==> src/rtl/rmlt_pkg.sv <==
// rename map line tokenizer: shared types and constants
// beat structs for the byte and result channels, event codes, field widths
// no dependencies
package rmlt_pkg;

    // field widths
    localparam int CH_W    = 8;
    localparam int EV_W    = 3;
    localparam int LINE_W  = 11;
    localparam int OFF_W   = 10;
    localparam int CFG_W   = 10;
    localparam int APB_W   = 32;
    localparam int PADDR_W = 3;

    // defaults and limits
    localparam int BUFFER_LIMIT_DEF = 1024;
    localparam logic [CFG_W-1:0]  MAX_SYM_RESET = 10'd127;
    localparam logic [LINE_W-1:0] LINE_FIRST    = 11'd1;
    localparam logic [LINE_W-1:0] LINE_SAT      = 11'd2047;

    // register index
    localparam logic REG_MAX_SYMBOL_LENGTH = 1'b0;

    // character codes
    localparam logic [CH_W-1:0] CH_UPPER_A = 8'h41;
    localparam logic [CH_W-1:0] CH_UPPER_Z = 8'h5A;
    localparam logic [CH_W-1:0] CH_LOWER_A = 8'h61;
    localparam logic [CH_W-1:0] CH_LOWER_Z = 8'h7A;
    localparam logic [CH_W-1:0] CH_DIGIT_0 = 8'h30;
    localparam logic [CH_W-1:0] CH_DIGIT_9 = 8'h39;
    localparam logic [CH_W-1:0] CH_UNDER   = 8'h5F;
    localparam logic [CH_W-1:0] CH_NEWLINE = 8'h0A;

    // result event codes
    typedef enum logic [EV_W-1:0] {
        EV_NONE        = 3'd0,
        EV_ENTRY       = 3'd1,
        EV_MISSING_VAL = 3'd2,
        EV_KEY_LONG    = 3'd3,
        EV_VALUE_LONG  = 3'd4,
        EV_OVERFLOW    = 3'd5
    } event_t;

    // input beat
    typedef struct packed {
        logic [CH_W-1:0] ch;
        logic            first;
    } in_beat_t;

    // result beat
    typedef struct packed {
        logic [EV_W-1:0]   event_res;
        logic [LINE_W-1:0] line_number;
        logic [OFF_W-1:0]  key_begin;
        logic [OFF_W-1:0]  key_stop;
        logic [OFF_W-1:0]  value_begin;
        logic [OFF_W-1:0]  value_stop;
        logic              halted;
    } out_beat_t;

endpackage

==> src/rtl/rename_map_line_tokenizer_unit.sv <==
// rename map line tokenizer: top level, scanner state and result register
// depends on rmlt_pkg for beat structs, event codes and widths
// one module: byte scanner, length checks, apb register, output register
//
// a result beat is registered and becomes valid in the cycle after its byte beat is taken
// throughput: one byte per cycle while the result channel is not stalled; the scanner state
//   updates in the cycle the byte is taken and the result register frees as the result beat is taken
// reset: synchronous active-low aresetn clears scanner state, halt and the
//   result valid flag, and sets max_symbol_length to 127
module rename_map_line_tokenizer_unit #(
    parameter int BUFFER_LIMIT = rmlt_pkg::BUFFER_LIMIT_DEF
) (
    input  logic                         aclk,
    input  logic                         aresetn,
    // byte channel
    input  logic                         s_valid,
    output logic                         s_ready,
    input  rmlt_pkg::in_beat_t           s_data,
    // result channel
    output logic                         m_valid,
    input  logic                         m_ready,
    output rmlt_pkg::out_beat_t          m_data,
    // register port
    input  logic                         psel,
    input  logic                         penable,
    input  logic                         pwrite,
    input  logic [rmlt_pkg::PADDR_W-1:0] paddr,
    input  logic [rmlt_pkg::APB_W-1:0]   pwdata,
    output logic [rmlt_pkg::APB_W-1:0]   prdata,
    output logic                         pready
);
    import rmlt_pkg::*;

    localparam int POS_W = (BUFFER_LIMIT > 2) ? $clog2(BUFFER_LIMIT) : 1;
    localparam int LEN_W = (POS_W > OFF_W) ? POS_W : OFF_W;
    localparam logic [POS_W-1:0] POS_LAST = POS_W'(BUFFER_LIMIT - 1);

    typedef enum logic [2:0] {
        SCAN_KEY_START   = 3'd0,
        SCAN_KEY_END     = 3'd1,
        SCAN_VALUE_START = 3'd2,
        SCAN_VALUE_END   = 3'd3,
        SCAN_LINE_END    = 3'd4
    } scan_t;

    // scanner state
    scan_t             scan_reg,        scan_next;
    logic [POS_W-1:0]  pos_reg,         pos_next;
    logic [LINE_W-1:0] line_reg,        line_next;
    logic [POS_W-1:0]  key_first_reg,   key_first_next;
    logic [POS_W-1:0]  key_past_reg,    key_past_next;
    logic [POS_W-1:0]  value_first_reg, value_first_next;
    logic              stopped_reg,     stopped_next;
    logic [CFG_W-1:0]  max_sym_reg;

    // result register
    logic      m_valid_reg;
    out_beat_t m_data_reg, m_data_next;

    // view of the state after an optional restart
    scan_t             scan_cur;
    logic [POS_W-1:0]  pos_cur, key_first_cur, key_past_cur, value_first_cur;
    logic [LINE_W-1:0] line_cur;
    logic              stopped_cur;

    logic            take;
    logic            nl, letter, ident;
    logic [CH_W-1:0] ch;
    event_t          ev;
    event_t          finish_ev;
    logic [LEN_W-1:0] key_len, value_len, max_len;
    logic [LEN_W-1:0] kf_ext, kp_ext, vf_ext, pos_ext;

    assign take    = s_valid && s_ready;
    assign s_ready = !m_valid_reg || m_ready;
    assign m_valid = m_valid_reg;
    assign m_data  = m_data_reg;

    // byte classes
    assign ch     = s_data.ch;
    assign nl     = (ch == CH_NEWLINE);
    assign letter = (ch >= CH_UPPER_A && ch <= CH_UPPER_Z) ||
                    (ch >= CH_LOWER_A && ch <= CH_LOWER_Z);
    assign ident  = letter || (ch >= CH_DIGIT_0 && ch <= CH_DIGIT_9) ||
                    (ch == CH_UNDER);

    // restart before the byte when it is marked first
    always_comb begin
        if (s_data.first) begin
            scan_cur        = SCAN_KEY_START;
            pos_cur         = '0;
            line_cur        = LINE_FIRST;
            key_first_cur   = '0;
            key_past_cur    = '0;
            value_first_cur = '0;
            stopped_cur     = 1'b0;
        end else begin
            scan_cur        = scan_reg;
            pos_cur         = pos_reg;
            line_cur        = line_reg;
            key_first_cur   = key_first_reg;
            key_past_cur    = key_past_reg;
            value_first_cur = value_first_reg;
            stopped_cur     = stopped_reg;
        end
    end

    // entry length checks
    assign kf_ext    = LEN_W'(key_first_cur);
    assign kp_ext    = LEN_W'(key_past_cur);
    assign vf_ext    = LEN_W'(value_first_cur);
    assign pos_ext   = LEN_W'(pos_cur);
    assign key_len   = kp_ext - kf_ext;
    assign value_len = pos_ext - vf_ext;
    assign max_len   = LEN_W'(max_sym_reg);

    always_comb begin
        if (key_len > max_len) begin
            finish_ev = EV_KEY_LONG;
        end else if (value_len > max_len) begin
            finish_ev = EV_VALUE_LONG;
        end else begin
            finish_ev = EV_ENTRY;
        end
    end

    // scanner step
    always_comb begin
        scan_next        = scan_cur;
        pos_next         = pos_cur;
        line_next        = line_cur;
        key_first_next   = key_first_cur;
        key_past_next    = key_past_cur;
        value_first_next = value_first_cur;
        stopped_next     = stopped_cur;
        ev               = EV_NONE;
        if (!stopped_cur) begin
            if (pos_cur >= POS_LAST) begin
                ev           = EV_OVERFLOW;
                stopped_next = 1'b1;
            end else begin
                case (scan_cur)
                    SCAN_KEY_START: begin
                        if (letter) begin
                            key_first_next = pos_cur;
                            scan_next      = SCAN_KEY_END;
                        end
                    end
                    SCAN_KEY_END: begin
                        if (nl) begin
                            ev = EV_MISSING_VAL;
                        end else if (!ident) begin
                            key_past_next = pos_cur;
                            scan_next     = SCAN_VALUE_START;
                        end
                    end
                    SCAN_VALUE_START: begin
                        if (nl) begin
                            ev = EV_MISSING_VAL;
                        end else if (letter) begin
                            value_first_next = pos_cur;
                            scan_next        = SCAN_VALUE_END;
                        end
                    end
                    SCAN_VALUE_END: begin
                        if (nl || !ident) begin
                            ev        = finish_ev;
                            scan_next = nl ? SCAN_KEY_START : SCAN_LINE_END;
                            if (finish_ev != EV_ENTRY) begin
                                stopped_next = 1'b1;
                            end
                        end
                    end
                    default: begin
                        if (nl) begin
                            scan_next = SCAN_KEY_START;
                        end
                    end
                endcase
                if (nl && line_cur != LINE_SAT) begin
                    line_next = line_cur + 1'b1;
                end
                pos_next = pos_cur + 1'b1;
            end
        end
    end

    // result beat contents
    always_comb begin
        m_data_next             = '0;
        m_data_next.event_res   = ev;
        m_data_next.line_number = line_cur;
        m_data_next.halted      = stopped_next;
        if (ev == EV_ENTRY || ev == EV_KEY_LONG || ev == EV_VALUE_LONG) begin
            m_data_next.key_begin   = kf_ext[OFF_W-1:0];
            m_data_next.key_stop    = kp_ext[OFF_W-1:0];
            m_data_next.value_begin = vf_ext[OFF_W-1:0];
            m_data_next.value_stop  = pos_ext[OFF_W-1:0];
        end
    end

    // scanner state registers
    always_ff @(posedge aclk) begin
        if (!aresetn) begin
            scan_reg        <= SCAN_KEY_START;
            pos_reg         <= '0;
            line_reg        <= LINE_FIRST;
            key_first_reg   <= '0;
            key_past_reg    <= '0;
            value_first_reg <= '0;
            stopped_reg     <= 1'b0;
        end else if (take) begin
            scan_reg        <= scan_next;
            pos_reg         <= pos_next;
            line_reg        <= line_next;
            key_first_reg   <= key_first_next;
            key_past_reg    <= key_past_next;
            value_first_reg <= value_first_next;
            stopped_reg     <= stopped_next;
        end
    end

    // result register
    always_ff @(posedge aclk) begin
        if (!aresetn) begin
            m_valid_reg <= 1'b0;
        end else if (take) begin
            m_valid_reg <= 1'b1;
        end else if (m_ready) begin
            m_valid_reg <= 1'b0;
        end
    end

    always_ff @(posedge aclk) begin
        if (take) begin
            m_data_reg <= m_data_next;
        end
    end

    // apb register
    assign pready = 1'b1;

    always_ff @(posedge aclk) begin
        if (!aresetn) begin
            max_sym_reg <= MAX_SYM_RESET;
        end else if (psel && penable && pwrite &&
                     paddr[PADDR_W-1] == REG_MAX_SYMBOL_LENGTH) begin
            max_sym_reg <= pwdata[CFG_W-1:0];
        end
    end

    always_comb begin
        prdata = '0;
        if (paddr[PADDR_W-1] == REG_MAX_SYMBOL_LENGTH) begin
            prdata = APB_W'(max_sym_reg);
        end
    end

`ifndef SYNTHESIS
    // a fatal event always leaves the block halted
    a_fatal_halts: assert property (@(posedge aclk) disable iff (!aresetn)
        m_valid && (m_data.event_res == EV_KEY_LONG ||
                    m_data.event_res == EV_VALUE_LONG ||
                    m_data.event_res == EV_OVERFLOW) |-> m_data.halted)
        else $error("fatal event without halt");

    // a good entry never comes from a halted scanner
    a_entry_live: assert property (@(posedge aclk) disable iff (!aresetn)
        m_valid && m_data.event_res == EV_ENTRY |-> !m_data.halted)
        else $error("entry reported while halted");

    // a halted scanner does not advance on an unmarked byte
    a_halt_holds: assert property (@(posedge aclk) disable iff (!aresetn)
        take && stopped_reg && !s_data.first |=> $stable(pos_reg) && stopped_reg)
        else $error("halted scanner advanced");

    // offsets are zero unless an entry finished
    a_offsets_zero: assert property (@(posedge aclk) disable iff (!aresetn)
        m_valid && (m_data.event_res == EV_NONE ||
                    m_data.event_res == EV_MISSING_VAL ||
                    m_data.event_res == EV_OVERFLOW)
        |-> m_data.key_begin == '0 && m_data.value_stop == '0)
        else $error("offsets on a non-entry event");

    // on a finished entry the key and the value each end after they start
    a_key_order: assert property (@(posedge aclk) disable iff (!aresetn)
        take && !stopped_cur && scan_cur == SCAN_VALUE_END && (nl || !ident)
        |-> key_past_cur > key_first_cur && pos_cur > value_first_cur)
        else $error("entry offsets out of order");
`endif

endmodule

==> config.mk <==
export PLATFORM = sky130hd
export DESIGN_NAME = rename_map_line_tokenizer_unit
export DESIGN_NICKNAME = d
export VERILOG_FILES = /design/src/rtl/rmlt_pkg.sv /design/src/rtl/rename_map_line_tokenizer_unit.sv
export SDC_FILE = /design/constraint.sdc
export NUM_CORES = 1
export LEC_CHECK = 0
export ABC_AREA = 1
export BUFFER_PORTS_ARGS = -buffer_cell sky130_fd_sc_hd__buf_2
export CORE_MARGIN = 4
export CORE_UTILIZATION = 40
export DETAILED_ROUTE_END_ITERATION = 8
export GPL_ROUTABILITY_DRIVEN = 1
export PLACE_DENSITY = 0.68
export SETUP_SLACK_MARGIN = 0.02
export SLEW_MARGIN = 40
export SYNTH_ARGS = -nofsm -noshare
export SYNTH_HDL_FRONTEND = slang
export SYNTH_SLANG_ARGS = --single-unit
==> constraint.sdc <==
create_clock -name aclk -period 4.8 [get_ports aclk]
set_input_delay 0.72 -clock aclk [delete_from_list [all_inputs] [get_ports aclk]]
set_output_delay 0.72 -clock aclk [all_outputs]
set_load 0.01 [all_outputs]
After elaboration in Yosys (flattened, before gate mapping)
Index checks and enable logic that the tools add are counted.
Widths: inputs -> output; s select.
Storage, ports and cells
  input port bits: 51
  word-level logic and storage cells: 112
  bits in registers: 121
Operators by class
  reduce and logical (&&, ||, !) cells: 20
  multiplexer cells: 52
  equal/unequal tests: 10
  magnitude comparators: 9
  $add $sub $neg: 4
  bitwise gates (word level): 1
Operators by type and width (number)
  $mux 10: 21
  $mux 3: 16
  $mux 11: 4
  $gt 10x10->1: 2
  $sub 10x10->10: 2
  $ge 8x7->1 const B: 2
  $le 8x7->1 const B: 2
  $pmux 3 s4: 1
  $add 11x1->11 const B: 1
  $ne 11x11->1 const B: 1
  $add 10x1->10 const B: 1
  $ge 10x10->1 const B: 1
  $eq 3x2->1 const B: 3
  $eq 8x4->1 const B: 1
  $eq 8x7->1 const B: 1
  $ge 8x6->1 const B: 1
  $le 8x6->1 const B: 1
  $logic_and 1x1->1: 8
  $mux 1: 8
  $logic_or 1x1->1: 7
  $eq 3x1->1 const B: 2
  $pmux 3 s2: 1
  $eq 3x3->1 const B: 1
  $logic_not 3->1: 1
  other kinds (6): 7

Longest topological paths before layout
Gate-level depths: netlist of run 1.
  depth after elaboration: 14
  gate-level depth with buffers: 27
  gate-level depth less buffers: 24

Worst setup path before layout of run 1
No wires, ideal clock.
  path kind: input to register
  from: input port s_data[0] (netlist name)
  to: register m_data_reg (netlist bit m_data[53]), data pin
  library setup time: 0.256 ns
  slack: 1.198 ns
  buffers on the path: 3
  stages: 23
  arrival: 3.346 ns
  path through: inv_4 -> buf_6 -> buf_2 -> buf_2 -> nand2_1 -> ha_1 -> fa_1 -> inv_1 -> nand2_1 -> nand2_1 -> nand4_1 -> nand2_1 -> xor2_1 -> ha_1 -> nand2_1 -> nor2_1 -> nand4_1 -> inv_1 -> nand3_1 -> nand2_1 -> inv_1 -> a22oi_1 -> nor2_1
On the way
  cells in the longest elaborated chain, start to end: 8
  elaborated cells on any way between the ends: 17
  classes of those cells: 1 x add/sub; 2 x order compare; 3 x eq/ne; 10 x mux; 1 x reduce/logical
RTL lines
  start: declaration: line rename_map_line_tokenizer_unit.sv:18  | input rmlt_pkg::in_beat_t s_data,
  $mux 10: line rename_map_line_tokenizer_unit.sv:89  | if (s_data.first) begin
  $sub 10x10->10: line rename_map_line_tokenizer_unit.sv:113  | assign key_len = kp_ext - kf_ext;
  $gt 10x10->1: line rename_map_line_tokenizer_unit.sv:118  | if (key_len > max_len) begin
  $mux 3: line rename_map_line_tokenizer_unit.sv:118
  $mux 3: line rename_map_line_tokenizer_unit.sv:166  | if (nl || !ident) begin
  $pmux 3 s2: line rename_map_line_tokenizer_unit.sv:142  | case (scan_cur)
  $mux 3: line rename_map_line_tokenizer_unit.sv:138  | if (pos_cur >= POS_LAST) begin
  $mux 3 *: line rename_map_line_tokenizer_unit.sv:137  | if (!stopped_cur) begin
  net ev[1]: line rename_map_line_tokenizer_unit.sv:69  | event_t ev;
  end signal: assignment: line rename_map_line_tokenizer_unit.sv:236  | m_data_reg <= m_data_next;
  end: declaration: line rename_map_line_tokenizer_unit.sv:58  | out_beat_t m_data_reg, m_data_next;
The timed path passes the listed nets; every way through them passes the cells marked *.
A chain may end at the register's enable or synchronous reset.

Worst setup path after layout of run 1
  from: input port s_data[0] (netlist name)
  to: register m_data_reg (netlist bit m_data[52]), data pin
On the way
  cells in the longest elaborated chain, start to end: 9
  elaborated cells on any way between the ends: 21
  classes of those cells: 2 x add/sub; 3 x order compare; 3 x eq/ne; 12 x mux; 1 x reduce/logical
RTL lines
  $mux 10 *: line rename_map_line_tokenizer_unit.sv:89
  net pos_cur[6]: line rename_map_line_tokenizer_unit.sv:62  | logic [POS_W-1:0] pos_cur, key_first_cur, key_past_cur, value_first_cur;
  $sub 10x10->10: line rename_map_line_tokenizer_unit.sv:114  | assign value_len = pos_ext - vf_ext;
  $gt 10x10->1: line rename_map_line_tokenizer_unit.sv:120  | end else if (value_len > max_len) begin
  $mux 3: line rename_map_line_tokenizer_unit.sv:120
  $mux 3: line rename_map_line_tokenizer_unit.sv:118
  $mux 3: line rename_map_line_tokenizer_unit.sv:166
  $pmux 3 s2: line rename_map_line_tokenizer_unit.sv:142
  $mux 3 *: line rename_map_line_tokenizer_unit.sv:138
  $mux 3 *: line rename_map_line_tokenizer_unit.sv:137
  net ev[0]: line rename_map_line_tokenizer_unit.sv:69
Marked as above.

==> reports/qor.txt, run 1 <==
reg2reg setup slack: 1.44 ns
DIE HEIGHT: 143 um
M1 WL: 8110 um
Placed Area: 7800 um2
post-cts resize count: 0
cell row count: 49
first-pass GRT wire length: 29300 um
Core ar.: 17900 um2
Clk pin slew, worst setup/hold paths: 0.06 ns
Post-CTS Setup Inserts: 0
Total GRT Usage: 18.1%
Antenna Violating Nets Remaining: 0
pwr dens: 322 nW/um2
Crit. End Element: flip-flop
Yosys warnings: 0
adder-cell area share of the yosys netlist: 7.09%
met2 WL post-DR: 8880 um
Leakage: 3.89 nW
Critical Path RT: 4.96 ns
Clk pwr share: 47.7%
number of global-route vias before repair: 5777
ys async rst share: 0%
VDD IR max: 0.274 mV
sequential share of power: 41.6%
CP cell instances: buf_2 -> inv_4 -> nand2_1 -> inv_1 -> ha_1 -> inv_1 -> o21bai_1 -> a31oi_1 -> nand2_1 -> nand2_1 -> nand2_1 -> nand2_1 -> nand2_1 -> ha_1 -> nand2_1 -> nor2_1 -> o211ai_1 -> nand3_1 -> nand2_1 -> inv_1 -> nand2_1 -> nand2_1 -> a21oi_1
DR vias: 6424
H-tree depth: 4
Syn Std Cell Area: 7270 um2
#FFs+latches synth: 121
worst hold path type: reg2reg
GRT Residual Overflow: 0
Initial Utilization: 40.6%
Pwr Total: 0.00270 W
DR pass1 iterations: 8
RSZ-0062 raised after global routing: no
Die Width: 143 um
normalized max-slew margin: 58.2%
crit start category: input pin
R2R depth: 20
wire per inst: 14.2 um
final setup TNS: 0 ns
Netlist cell types: 43
reg2reg start: pos_reg[0]
Buffers on Ports: 93
dpl hpwl: 13300 um
# setup viols final: 0
sequential area share after synthesis: 40.9%
largest net degree at the start of global routing: 55
crit-path max FO: 35
simple-gate share of the synthesized area: 26.8%
n_diodes: 0
Worst Skew: 0.00933 ns
Worst-Margin Slew: 0.627 ns
Tmin final: 3.73 ns
Worst path max stage delay: 0.36 ns
total CTS buffers: 17
IO Pins: 141
DR WL met3: 1050 um
nets: 1134
CTS max path bufs: 2
Largest register FFs: 55
minimum hold slack: 0.463 ns
Psw: 0.000684 W
DR top layer: met4
max-slew violations: 0
Design Area, Final: 8390 um2
Primary FF master, synth: dfxtp_1
slowest CP cell: inv_4
Area contributors post-synth: edfxtp_1 (23%), dfxtp_1 (18%), nand2_1 (10%), ha_1 (6.5%), inv_1 (6.5%)
reported max-cap violation count: 0
GP Congestion: 0.855
Syn Inst Count: 960
area share of the largest cell type after synthesis: 22.7%
initial DRC count: 445
initial antenna violation count: 0
WHS Path Cells: 2
Int Power: 0.00202 W
CTS tree: done
cell accounting for the most synthesized area: edfxtp_1
Sw Ratio: 25.3%
Worst-Skew Late Latency: 0.43 ns
syn avg cell area: 7.57 um2
Reg2Reg Capture Point: m_data[52]
area grow syn2layout: 15.4%
Die Area: 20400 um2
Synth Area in Compound Gates: 11.3%
largest family of logic cells by synthesized area: simple AND/OR/NAND/NOR gates
kind of critical path: in2reg
Combinational Power Share: 10.7%
final hold vios: 0
end of the worst hold path: value_first_reg[7]
mux cell area share after synthesis: 0%
CP arrival: 3.88 ns
status: complete, no violations
clk sink count: 121
Hold Buf Count CTS: 0
commonest non-fill, non-tap cells in the layout: nand2_1 (203), inv_1 (125), nor2_1 (115)
layout cells sized above 1: 14.8%
vias per cell: 5.00
Tcrit/Tclk final: 77.7%
hold path startpoint: value_first_reg[7]
Clock Root Buffer: clkbuf_16
XOR/XNOR share of the synthesized area: 1.93%
leading cell type in the layout, fill and taps excluded: nand2_1
CP dominant cell by count: nand2_1
Post-synth EDFFs: 55
max frequency: 0.268 GHz
DR DRC count: 0
Routed WL: 18300 um
-- per-layer routing --
layer  global-route usage (%)  vias up
li1                         -     3279
met1                     23.4     2939
met2                     30.8      185
met3                     3.28       21
met4                     5.65        0
met5                    0.957        -
-- critical path, delay by kind of cell --
kind	cells	cell delay (ns)
and+or+nand+nor	12	1.14
buffers and inverters	5	1.00
adders and majority gates	2	0.63
AOI/OAI and AO/OA	4	0.36
-- cells by family (layout without fill, tap and decap cells) --
family                     count (synthesis)  count (layout)
DFF                                      121             121
and+or+nand+nor                          443             443
buffers and inverters                    190             265
other                                      2              23
adders and majority gates                 40              40
xor gates and xnor gates                  16              16
AOI/OAI and AO/OA                        148             148
-- through the flow --
step	cells	util [%]	setup WS (ns)
6_report	1285	46.9	1.07
3_5_place_dp	1253	43.6	0.634
2_1_floorplan	981	-	1.20
3_3_place_gp	1253	43.6	0.676
5_1_grt	1285	46.9	0.640
4_1_cts	1285	46.9	1.08
-- Yosys cell counts (all sizes together), types with 18 or more instances --
master	number
a21oi	74
o211ai	18
nand3	67
edfxtp	55
inv	130
ha	38
nand4	22
nor2	124
nand2	211
dfxtp	66
o21ai	38
buf	45
-- worst max path at each step --
stage	startpoint	to	slack (ns)
2_1_floorplan	s_data[0]	m_data[53]	1.20
5_1_grt	s_data[0]	m_data[52]	0.64
3_5_place_dp	s_data[0]	m_data[52]	0.63
3_3_place_gp	s_data[0]	m_data[52]	0.68
4_1_cts	s_data[0]	m_data[52]	1.08
6_report	s_data[0]	m_data[52]	1.07
-- power by group through the flow --
stage                     clock network, W  registers (W)  logic, W
after global placement                   0        0.00115  0.000287
after detailed placement                 0        0.00115  0.000290
after floorplan                          0        0.00116  0.000203
after global routing               0.00135        0.00113  0.000330
final                              0.00129        0.00112  0.000289
after CTS                          0.00131        0.00112  0.000292
-- final cells by class --
cell class	instances	area (um2)
Multi-Input combinational cell	670	3520
Clock buffer	20	437
Clock inverter	12	149
Sequential cell	121	2970
Timing Repair Buffer	102	533
Tap cell	229	287
Fill cell	1824	9510
Inverter	131	497
Note: power is estimated with default switching activity, not from simulation.
==> run 2, diff against run 1 <==
Settings changed: PLACE_DENSITY 0.68 to 0.7.
Clock period 4.8 ns to 3.2 ns, I/O delays scaled along.
==> reports/qor.txt, run 2 (synthesis gave the netlist of run 1 again) <==
Worst-Margin Slew: 0.572 ns (was 0.627 ns)
Worst Skew: 0.00920 ns (was 0.00933 ns)
area grow syn2layout: 27.4% (was 15.4%)
# setup viols final: 0 (unchanged)
worst hold path type: in2reg (was reg2reg)
Worst path max stage delay: 0.39 ns (was 0.36 ns)
wire per inst: 14.0 um (was 14.2 um)
GP Congestion: 0.931 (was 0.855)
H-tree depth: 4 (unchanged)
Pwr Total: 0.00427 W (was 0.00270 W)
CP cell instances: inv_1 -> nor2_1 -> inv_1 -> ha_1 -> a31oi_2 -> nand2_1 -> nand4_1 -> nand2_1 -> xor2_1 -> ha_1 -> nand2_1 -> nor2_2 -> o211ai_1 -> nand3_1 -> nand2_2 -> inv_1 -> nand2_1 -> nand2_1 -> a21oi_2 (was buf_2 -> inv_4 -> nand2_1 -> inv_1 -> ha_1 -> inv_1 -> o21bai_1 -> a31oi_1 -> nand2_1 -> nand2_1 -> nand2_1 -> nand2_1 -> nand2_1 -> ha_1 -> nand2_1 -> nor2_1 -> o211ai_1 -> nand3_1 -> nand2_1 -> inv_1 -> nand2_1 -> nand2_1 -> a21oi_1)
Core ar.: 17900 um2 (unchanged)
Tmin final: 2.97 ns
dpl hpwl: 14400 um (was 13300 um)
slowest CP cell: dfxtp_1 (was inv_4)
final hold vios: 0 (unchanged)
kind of critical path: reg2reg (was in2reg)
leading cell type in the layout, fill and taps excluded: nand2_1 (unchanged)
Buffers on Ports: 93 (unchanged)
vias per cell: 5.00 (about the same)
Critical Path RT: 3.37 ns (was 4.96 ns)
Largest register FFs: 55 (unchanged)
Antenna Violating Nets Remaining: 0 (unchanged)
Initial Utilization: 40.6% (unchanged)
CP arrival: 3.13 ns (was 3.88 ns)
final core utilization: 51.7% (was 46.9%)
Hold Buf Count CTS: 0 (unchanged)
n_diodes: 0 (unchanged)
CTS max path bufs: 2 (unchanged)
total CTS buffers: 17 (unchanged)
DR vias: 6879 (was 6424)
Crit. End Element: flip-flop (unchanged)
Die Width: 143 um (unchanged)
CP dominant cell by count: nand2_1 (unchanged)
reported max-cap violation count: 0 (unchanged)
Routed WL: 19300 um (was 18300 um)
initial antenna violation count: 0 (unchanged)
R2R depth: 19 (was 20)
DR DRC count: 0 (unchanged)
number of global-route vias before repair: 6209 (was 5777)
CP bufs+invs: 3 (was 5)
CTS tree: done (unchanged)
first-pass GRT wire length: 30900 um (was 29300 um)
nets: 1226 (was 1134)
DIE HEIGHT: 143 um (unchanged)
worst setup margin: 0.234 ns (was 1.07 ns)
layout cells sized above 1: 24.0% (was 14.8%)
normalized max-slew margin: 61.8% (was 58.2%)
crit-path max FO: 3 (was 35)
commonest non-fill, non-tap cells in the layout: nand2_1 (198), inv_1 (122), nor2_1 (110) (was nand2_1 (203), inv_1 (125), nor2_1 (115))
pre-CTS setup slack: -0.336 ns (was 0.634 ns)
clk sink count: 121 (unchanged)
Post-CTS Setup Inserts: 0 (unchanged)
crit start category: flip-flop (was input pin)
Crit path depth: 19 (was 23)
Tcrit/Tclk final: 92.7%
largest net degree at the start of global routing: 62 (was 55)
WHS Path Cells: 3 (was 2)
DR pass1 iterations: 6 (was 8)
Die Area: 20400 um2 (unchanged)
Clk pin slew, worst setup/hold paths: 0.06 ns (about the same)
max-slew violations: 0 (unchanged)
post-cts resize count: 0 (unchanged)
initial DRC count: 481 (was 445)
IO Pins: 141 (unchanged)
status: complete, no violations (unchanged)
Leakage: 4.36 nW (was 3.89 nW)
GRT Residual Overflow: 0 (unchanged)
Total GRT Usage: 19.2% (was 18.1%)
VDD IR max: 0.389 mV (was 0.274 mV)
cell row count: 49 (unchanged)
CP delay by family, top: simple AND/OR/NAND/NOR gates (unchanged)
max frequency: 0.337 GHz
minimum hold slack: 0.277 ns (was 0.463 ns)
Clock Root Buffer: clkbuf_16 (unchanged)
pwr dens: 461 nW/um2 (was 322 nW/um2)
Worst-Skew Late Latency: 0.43 ns (about the same)
## run 2: changes by cell type in the layout (fill, tap and decap cells not counted), moves of 3 or more
cell | before | now
buf_4 | 9 | 97
inv_1 | 125 | 122
nand2_1 | 203 | 198
clkbuf_1 | 3 | 0
nand2_2 | 6 | 10
clkinv_4 | 1 | 4
nor2_2 | 5 | 9
inv_6 | 2 | 6
inv_2 | 3 | 7
nor2_1 | 115 | 110
## run 2: power by group
group,internal (W),switching (W)
combinational,0.000180,0.000320
sequential,0.00167,0.0000197
clock,0.00132,0.000766
## run 2: final timing paths
path,from,endpoint,slack [ns]
setup / recovery,value_first_reg[3],m_data[52],0.23
hold / removal,pwdata[5],max_len[5],0.28
setup reg to reg,value_first_reg[3],m_data[52],0.23
hold reg to reg,key_past_reg[4],key_past_reg[4],0.46
## run 2: routing by layer
| metal | vias to the layer above | part of all wire, % | track usage (%) | wire, um |
|---|---|---|---|---|
| li1 | 3470 | - | - | - |
| met1 | 3166 | 43 | 24.5 | 8350 |
| met2 | 212 | 49 | 32.4 | 9450 |
| met3 | 31 | 5.6 | 3.78 | 1080 |
| met4 | 0 | 2.3 | 6.75 | 445 |
| met5 | - | 0 | 0 | 0 |
## run 2: per-stage QoR
step	cells	instance area, um2	setup TNS, ns
4_1_cts	1376	9180	0
6_report	1377	9260	0
3_3_place_gp	1344	8540	-1.15
2_1_floorplan	981	7390	0
5_1_grt	1377	9260	-0.00159
3_5_place_dp	1344	8540	-1.40
## run 2: area by class of cell
class                      count  area, um2
fill                        1706       8640
timing repair inverter         1       8.76
timing repair buffer         193       1250
inverter                     131        504
clock inverter                15        214
sequential                   121       2970
clock buffer                  17        425
multi-input combinational    670       3600
tap                          229        287
## run 2: tightest hold or removal path, cell delays in order
cell and delay [ns]:
buf_2 0.07, nand2_1 0.05, o211ai_1 0.07
